--- config.mk ---
export PLATFORM = sky130hd
export DESIGN_NAME = acl_ctrl
export DESIGN_NICKNAME = d
export VERILOG_FILES = /design/src/rtl/core/acl_pkg.sv /design/src/rtl/core/acl_ctrl.sv
export SDC_FILE = /design/constraint.sdc
export NUM_CORES = 1
export LEC_CHECK = 0
export BUFFER_PORTS_ARGS = -buffer_cell sky130_fd_sc_hd__buf_2
export CAP_MARGIN = 30
export CORE_MARGIN = 2
export CORE_UTILIZATION = 35
export CTS_CLUSTER_SIZE = 30
export DETAILED_ROUTE_END_ITERATION = 8
export PLACE_DENSITY = 0.69
export SLEW_MARGIN = 0
export SYNTH_ARGS = -nofsm -noshare
export SYNTH_HDL_FRONTEND = slang
export SYNTH_SLANG_ARGS = --single-unit
--- constraint.sdc ---
create_clock -name clk_i -period 1.84 [get_ports clk_i]
set_clock_uncertainty 0.2 [all_clocks]
set_input_delay 0.276 -clock clk_i [delete_from_list [all_inputs] [get_ports clk_i]]
set_output_delay 0.276 -clock clk_i [all_outputs]
set_load 0.02 [all_outputs]
--- src/rtl/core/acl_pkg.sv ---
package acl_pkg;

  // Fixed field widths
  localparam int unsigned LAG_W  = 11;
  localparam int unsigned CORR_W = 48;
  localparam int unsigned LEN_CFG_W = 11;
  localparam int unsigned NORM_W = 2;

  // Register indexes (word address)
  localparam logic [2:0] REG_CIRC  = 3'd0;
  localparam logic [2:0] REG_NORM  = 3'd1;
  localparam logic [2:0] REG_LEN   = 3'd2;
  localparam logic [2:0] REG_FIRST = 3'd3;
  localparam logic [2:0] REG_LAST  = 3'd4;

  // Normalization codes
  localparam logic [NORM_W-1:0] NORM_NONE     = 2'd0;
  localparam logic [NORM_W-1:0] NORM_UNBIASED = 2'd1;
  localparam logic [NORM_W-1:0] NORM_BIASED   = 2'd2;

  // Saturation bounds of the result
  localparam logic signed [CORR_W-1:0] CORR_MAX = 48'sh7FFF_FFFF_FFFF;
  localparam logic signed [CORR_W-1:0] CORR_MIN = ~CORR_MAX;

  // Controller to datapath commands
  typedef struct packed {
    logic wr_sample;   // store one sample, advance fill count
    logic frame_init;  // load first lag, clear lag index
    logic mod_start;   // start first lag modulo frame length
    logic mod_load;    // take circular offset from the divider
    logic lag_init;    // clear accumulator, load read pointers
    logic mac_step;    // issue one pair of reads
    logic norm_start;  // start normalizing division
    logic res_load;    // capture the result beat
    logic lag_next;    // advance to the next lag
  } acl_cmd_t;

  // Datapath to controller status
  typedef struct packed {
    logic frame_full;  // the sample offered completes the frame
    logic range_ok;    // last lag not below first lag
    logic div_done;    // divider result ready
    logic mac_last;    // last read pair of this lag
    logic pipe_busy;   // products still in flight
    logic need_div;    // this lag is normalized by division
    logic lag_last;    // current lag is the last of the frame
  } acl_sts_t;

endpackage

--- src/rtl/core/acl_ctrl.sv ---
module acl_ctrl (
  input  logic              clk_i,
  input  logic              rst_ni,
  input  logic              in_valid_i,
  output logic              in_ready_o,
  output logic              out_valid_o,
  input  logic              out_ready_i,
  input  acl_pkg::acl_sts_t sts_i,
  output acl_pkg::acl_cmd_t cmd_o
);

  typedef enum logic [6:0] {
    S_IDLE   = 7'b0000001,
    S_MODDIV = 7'b0000010,
    S_LAG    = 7'b0000100,
    S_MAC    = 7'b0001000,
    S_DRAIN  = 7'b0010000,
    S_NORM   = 7'b0100000,
    S_OUT    = 7'b1000000
  } acl_state_e;

  acl_state_e state_q, state_d;

  // Sequence one frame: collect, first lag modulo N, then per lag MAC, normalize if needed, emit
  always_comb begin
    state_d = state_q;
    cmd_o   = '0;
    case (state_q)
      S_IDLE: begin
        if (in_valid_i) begin
          cmd_o.wr_sample = 1'b1;
          if (sts_i.frame_full && sts_i.range_ok) begin
            cmd_o.frame_init = 1'b1;
            cmd_o.mod_start  = 1'b1;
            state_d = S_MODDIV;
          end
        end
      end
      S_MODDIV: begin
        if (sts_i.div_done) begin
          cmd_o.mod_load = 1'b1;
          state_d = S_LAG;
        end
      end
      S_LAG: begin
        cmd_o.lag_init = 1'b1;
        state_d = S_MAC;
      end
      S_MAC: begin
        cmd_o.mac_step = 1'b1;
        if (sts_i.mac_last) begin
          state_d = S_DRAIN;
        end
      end
      S_DRAIN: begin
        if (!sts_i.pipe_busy) begin
          if (sts_i.need_div) begin
            cmd_o.norm_start = 1'b1;
            state_d = S_NORM;
          end else begin
            cmd_o.res_load = 1'b1;
            state_d = S_OUT;
          end
        end
      end
      S_NORM: begin
        if (sts_i.div_done) begin
          cmd_o.res_load = 1'b1;
          state_d = S_OUT;
        end
      end
      S_OUT: begin
        if (out_ready_i) begin
          if (sts_i.lag_last) begin
            state_d = S_IDLE;
          end else begin
            cmd_o.lag_next = 1'b1;
            state_d = S_LAG;
          end
        end
      end
      default: begin
        state_d = S_IDLE;
      end
    endcase
  end

  always_ff @(posedge clk_i or negedge rst_ni) begin
    if (!rst_ni) begin
      state_q <= S_IDLE;
    end else begin
      state_q <= state_d;
    end
  end

  assign in_ready_o  = (state_q == S_IDLE);
  assign out_valid_o = (state_q == S_OUT);

  a_onehot: assert property (@(posedge clk_i) disable iff (!rst_ni)
    $onehot(state_q)) else $error("controller state not one-hot");

  a_mac_end: assert property (@(posedge clk_i) disable iff (!rst_ni)
    (state_q == S_MAC) && sts_i.mac_last |=> (state_q == S_DRAIN))
    else $error("MAC run did not end on its last read pair");

  a_out_hold: assert property (@(posedge clk_i) disable iff (!rst_ni)
    (state_q == S_OUT) && !out_ready_i |=> (state_q == S_OUT))
    else $error("result beat dropped while stalled");

  a_no_overlap: assert property (@(posedge clk_i) disable iff (!rst_ni)
    !(in_ready_o && out_valid_o))
    else $error("sample accepted while a result is pending");

endmodule

==> flow_metrics.py, run 1 <==
metrics = {
    "logic_synthesis": {
        "ys.flop_type": "dfrtp_1",
        "synth_simple_gate_area_share_pct": 41.7,
        "synth_most_common_cell": "nor2_1",
        "yosysWarnings": 0,
        "yosysUniqueCellTypes": 40,
        "synth_compound_area_share_pct": 17.4,
        "synthMuxAreaShare_pct": 0,
        "synthAdderAreaFrac_pct": 0,
        "syn_inst": 70,
        "synth_seq_cells": 7,
        "synth_seq_area_share_pct": 28.3,
        "synthXorXnorAreaFrac_pct": 1.40,
        "synth_edf_count": 0,
        "synth.cell_area_sq_um": 624,
        "netlist_top_cells_area": "dfrtp_1, nor4b_1, buf_6, nor3b_1, dfstp_2",
        "synth_top_cell_area_share_pct": 24.0,
        "synth_top_area_cell": "dfrtp_1",
        "synth.net_count": 81,
        "synth_common_cells": "nor2_1, dfrtp_1, nor3b_1, nor4b_1",
        "avgSynthCellArea_sq_um": 8.92,
        "synth_top_family_by_area": "simple AND/OR/NAND/NOR gates",
        "synth-async-reset-ratio_pct": 100,
    },
    "sta": {
        "finalCritPeriodShare_pct": 109,
        "fin_crit_ps": 2010,
        "worst_slew_pin_slew_ps": 374,
        "whs_ps": 105,
        "hold_viol": 0,
        "fmax_mhz": 499,
        "slew_viol_final": 0,
        "rsz0062_at_grt": "true",
        "relSlewSlack_pct": 74.9,
        "setup_slack_ps": -165,
        "setup_violations": 10,
    },
    "layout": {
        "drive_gt1_share_pct": 70.8,
        "layout.area.seq_sq_um": 181,
        "regMostFlops": "state_q",
        "num-nets-final": 125,
        "area_delta_synth_final_pct": 83.8,
        "reg_top3": "state_q (7)",
        "largest_register_ffs": 7,
        "multi_input_area_sq_um": 526,
        "stdcell_count": 138,
        "diodes": 0,
        "final_util_pct": 67.2,
        "fill_cells": 125,
    },
    "detailed_routing": {
        "drt-total-wl_um": 2130,
        "drcViolationCount": 0,
        "wl_per_cell_um": 15.4,
        "drt_first_iter_violations": 14,
        "drtPass1Iterations": 4,
        "final_antenna_net_count": 0,
        "routed_via_density": 5.44,
        "vias": 751,
    },
    "power": {
        "power_frac_clock_pct": 16.3,
        "swShare_pct": 38.1,
        "p_seq_share_pct": 24.9,
        "switching_power_uw": 330,
        "p_comb_share_pct": 58.7,
        "peakVddDrop_v": 0.000481,
        "internal_power_uw": 535,
        "total_leakage_power_uw": 0.000488,
        "pwr_density_cell_nw_per_um2": 754,
    },
    "clock_tree": {
        "cts_buffer_depth": 2,
        "cts_tree": "built",
        "cts.sinks": 7,
        "clkTransAtPathRegs_ps": 50,
        "cts-root-buf": "clkbuf_4",
        "cts_made_buffers": 3,
        "htreeDepth": 1,
        "clock_latency_ps": 250,
    },
    "worst_setup_path": {
        "reg2reg_slack_ps": 70,
        "crit_path_max_fanout": 6,
        "start_kind": "register",
        "crit_slowest_cell": "dfstp_2",
        "max_stage_delay_ps": 610,
        "required_ps": 1360,
        "worstReg2RegEnd": "state_q[4]",
        "endpoint": "cmd_o[7]",
        "rr_worst_depth": 6,
        "endpoint_kind": "output port",
        "worstPathCellList": "and4_4 > and2_4 > and3_4 > buf_6",
        "arrival_ps": 1530,
        "crit_type": "reg -> out",
        "critPathLaunch": "state_q[0]",
        "r2r-start": "state_q[1]",
    },
    "global_routing": {
        "antenna_found_initial": 0,
        "first_global_vias": 715,
        "grt_usage_pct": 19.4,
        "grt.overflow.total": 0,
        "grt_max_degree": 11,
        "grt_pass1_wl_um": 2950,
    },
    "die": {
        "coreArea_sq_um": 1710,
        "die_h_um": 46.2,
        "fp.dieArea_sq_um": 2140,
        "fp.dieW_um": 46.2,
        "io_pins": 22,
        "start_util_pct": 36.6,
        "rows": 15,
    },
    "status": {
        "status": "finished, violations left",
        "violations": "setup timing",
    },
    "placed_design": {
        "numPortBuffers": 21,
        "place_congestion": 0.755,
        "preCtsSetupSlack_ps": 23.2,
        "dp_cells": 120,
        "dpl.hpwl_um": 1310,
    },
    "job": {
        "cap_violations": 0,
    },
    "min_path": {
        "hold_class": "in -> reg",
    },
}
## per-stage QoR
step	total power [uW]	instance area, sq um	TNS [ps]
after floorplan	429	639	-98.9
after global placement	537	797	0
after detailed placement	547	797	0
after CTS	766	991	-881
after global routing	909	1150	-1580
final	865	1150	-1080
## worst min path at each step
stage	startpoint	to	slack (ps)	depth (start not counted)
after floorplan	rst_ni	state_q[1]	-220	0
after global placement	rst_ni	state_q[5]	-90	1
after detailed placement	rst_ni	state_q[5]	-90	1
after CTS	out_ready_i	state_q[6]	70	2
after global routing	out_ready_i	state_q[6]	100	2
final	out_ready_i	state_q[6]	110	2
## power by group through the flow
| stage | Sequential, uW | Combinational, uW | Clock (uW) |
|---|---|---|---|
| 2_1_floorplan | 199 | 230 | 0 |
| 3_3_place_gp | 209 | 327 | 0 |
| 3_5_place_dp | 210 | 336 | 0 |
| 4_1_cts | 207 | 419 | 140 |
| 5_1_grt | 219 | 539 | 150 |
| 6_report | 216 | 508 | 141 |
## routing by layer
layer | share of wire [%] | wire length (um) | GRT usage (%)
met5 | 0 | 0 | 0
met4 | 2.1 | 45 | 9.14
met3 | 4.0 | 84 | 1.96
met2 | 55 | 1170 | 36.1
met1 | 39 | 822 | 21.7
## layout make-up
cell class,count,share of cell area [%]
tap,25,2.73
inverter,4,1.53
clock buffer,4,2.29
multi-input combinational,53,45.8
sequential,7,15.8
timing repair buffer,45,31.8
## critical path: cells and delay by family (launching register included)
family	cells	cell delay, ps
flip-flops	1	610
AND/OR/NAND/NOR	3	550
buffers and inverters	1	110
## kinds of logic (layout without fill, tap and decap cells)
family,Yosys count,after routing
and+or+nand+nor,38,38
buffers and inverters,10,53
xor gates and xnor gates,1,1
AOI/OAI and AO/OA,14,14
DFF,7,7
## cells in the final DEF (no fill, tap or decap), types with 2 or more instances in the layout
cell | synthesis | layout
nor2_2 | 1 | 3
nor2_1 | 7 | 2
nor3b_1 | 4 | 2
buf_4 | 2 | 19
and3_4 | 0 | 3
a21oi_1 | 2 | 2
nor2_4 | 0 | 3
clkbuf_4 | 0 | 3
inv_1 | 3 | 3
nand2_4 | 0 | 2
buf_6 | 3 | 14
dfrtp_1 | 6 | 2
dfrtp_2 | 0 | 4
nor4b_1 | 4 | 4
nor3_4 | 0 | 2
buf_2 | 1 | 11
## what timing repair did
item	4_1_cts	5_1_grt
buffers inserted	10	4
resized for setup	25	29
pin swaps	11	14
hold buffers	1	0
setup endpoints to repair	10	14
endpoints found under the hold margin	7	0
(Power assumes the default switching activity.)
==> run 2: changes to the inputs <==
--- a/config.mk
+++ b/config.mk
@@ -12,6 +12,7 @@
 export CTS_CLUSTER_SIZE = 30
 export DETAILED_ROUTE_END_ITERATION = 8
 export PLACE_DENSITY = 0.69
+export SKIP_LAST_GASP = 1
 export SLEW_MARGIN = 0
 export SYNTH_ARGS = -nofsm -noshare
 export SYNTH_HDL_FRONTEND = slang
==> run 2 against run 1 <==
  * The run still ends with setup timing left
  * Register-to-register slack about the same
  * Die area stayed put
  * Sequential power barely moved
==> flow_metrics.py, run 2 (synthesized netlist as in run 1, its figures left out) <==
metrics = {
    "global_routing": {
        "grt_pass1_wl_um": 2940,
        "grt.overflow.total": 0,
        "grt_busiest_layer": "met2",
        "grt_usage_pct": 19.5,
        "grtUsageMet3_pct": 1.18,
        "grt_use_met2_pct": 37.8,
        "grt_max_degree": 11,
        "antenna_found_initial": 0,
        "grtUsageMet1_pct": 21.2,
        "first_global_vias": 705,
    },
    "detailed_routing": {
        "final_antenna_net_count": 0,
        "drt_first_iter_violations": 17,
        "drtPass1Iterations": 4,
        "wl_per_cell_um": 15.4,
        "routed_via_density": 5.38,
        "drcViolationCount": 0,
        "vias": 731,
        "drt-total-wl_um": 2100,
    },
    "clock_tree": {
        "clock_latency_ps": 260,
        "cts_tree": "built",
        "cts-root-buf": "clkbuf_4",
        "cts_made_buffers": 3,
        "cts.sinks": 7,
        "htreeDepth": 1,
        "clkTransAtPathRegs_ps": 50,
        "cts_buffer_depth": 2,
    },
    "die": {
        "start_util_pct": 36.6,
        "die_h_um": 46.2,
        "fp.dieArea_sq_um": 2140,
        "fp.dieW_um": 46.2,
        "coreArea_sq_um": 1710,
        "rows": 15,
        "io_pins": 22,
    },
    "min_path": {
        "hold_class": "in -> reg",
    },
    "layout": {
        "final_util_pct": 61.9,
        "area_delta_synth_final_pct": 69.3,
        "regMostFlops": "state_q",
        "final_cell_mix": "buf_4, buf_2, buf_6",
        "reg_top3": "state_q (7)",
        "largest_register_ffs": 7,
        "mostFrequentLayoutCell": "buf_4",
        "num-nets-final": 123,
        "diodes": 0,
        "drive_gt1_share_pct": 65.8,
    },
    "sta": {
        "hold_viol": 0,
        "finalCritPeriodShare_pct": 110,
        "fin_crit_ps": 2020,
        "setup_violations": 10,
        "setup_slack_ps": -183,
        "slew_viol_final": 0,
        "relSlewSlack_pct": 74.5,
        "worst_slew_pin_slew_ps": 378,
        "rsz0062_at_grt": "true",
        "fmax_mhz": 494,
    },
    "power": {
        "total_leakage_power_uw": 0.000465,
        "p_total_uw": 827,
        "peakVddDrop_v": 0.000425,
        "pwr_density_cell_nw_per_um2": 782,
    },
    "status": {
        "violations": "setup timing",
        "status": "finished, violations left",
    },
    "worst_setup_path": {
        "crit_type": "reg -> out",
        "endpoint_kind": "output port",
        "arrival_ps": 1550,
        "required_ps": 1360,
        "crit_path_max_fanout": 6,
        "start_kind": "register",
    },
    "placed_design": {
        "place_congestion": 0.755,
        "dpl.hpwl_um": 1310,
        "numPortBuffers": 21,
    },
    "job": {
        "cap_violations": 0,
    },
}
## run 2: where the power goes
group	internal, uW	switching, uW	leakage, uW
clock	83.0	60.5	0.0000150
combinational	251	219	0.000362
sequential	179	35.5	0.0000874
## run 2: final timing paths
| kind | startpoint | endpoint | slack (ps) | depth (start not counted) |
|---|---|---|---|---|
| worst max register to register | state_q[0] | state_q[4] | 80 | 7 |
| min in group asynchronous | rst_ni | state_q[5] | 180 | 2 |
| worst max-delay path | state_q[0] | cmd_o[7] | -180 | 4 |
| worst min register to register | state_q[3] | state_q[3] | 490 | 2 |
| max in group asynchronous | rst_ni | state_q[0] | 1030 | 2 |
| worst min-delay path | sts_i[4] | state_q[1] | 90 | 2 |
## run 2: per-stage QoR
step                      area [sq um]  setup slack [ps]  setup TNS, ps  instances  hold slack [ps]
after floorplan                    639             -98.9          -98.9         70             -220
after global placement             797              59.4              0        120            -91.1
after detailed placement           797              23.2              0        120            -88.2
after global routing              1060              -211          -1660        136              102
final                             1060              -183          -1260        136             90.9
after CTS                          978              -151          -1050        135             74.3
## run 2: repair_timing
action | CTS | global route
hold buffers | 1 | 0
hold endpoints to repair | 7 | 0
pin swaps | 11 | 8
buffers inserted | 10 | 2
endpoints found under the setup margin | 10 | 14
resized for setup | 20 | 17
## run 2: cell type report
cell class,count,area (sq um)
multi-input combinational,53,473
tap,25,31.3
clock buffer,4,26.3
inverter,4,16.3
sequential,7,181
fill,147,651
timing repair buffer,43,329
## run 2: worst max-delay path: stages, from the launching register on
cell and delay [ps]:
dfstp_2 600, and4_4 250, and2_4 150, and3_4 180, buf_6 110
## run 2: routing by layer
metal | share of wire [%] | vias up
met2 | 55 | 28
met4 | 3.1 | 0
li1 | - | 343
met3 | 3.3 | 9
met5 | 0 | -
met1 | 38 | 351
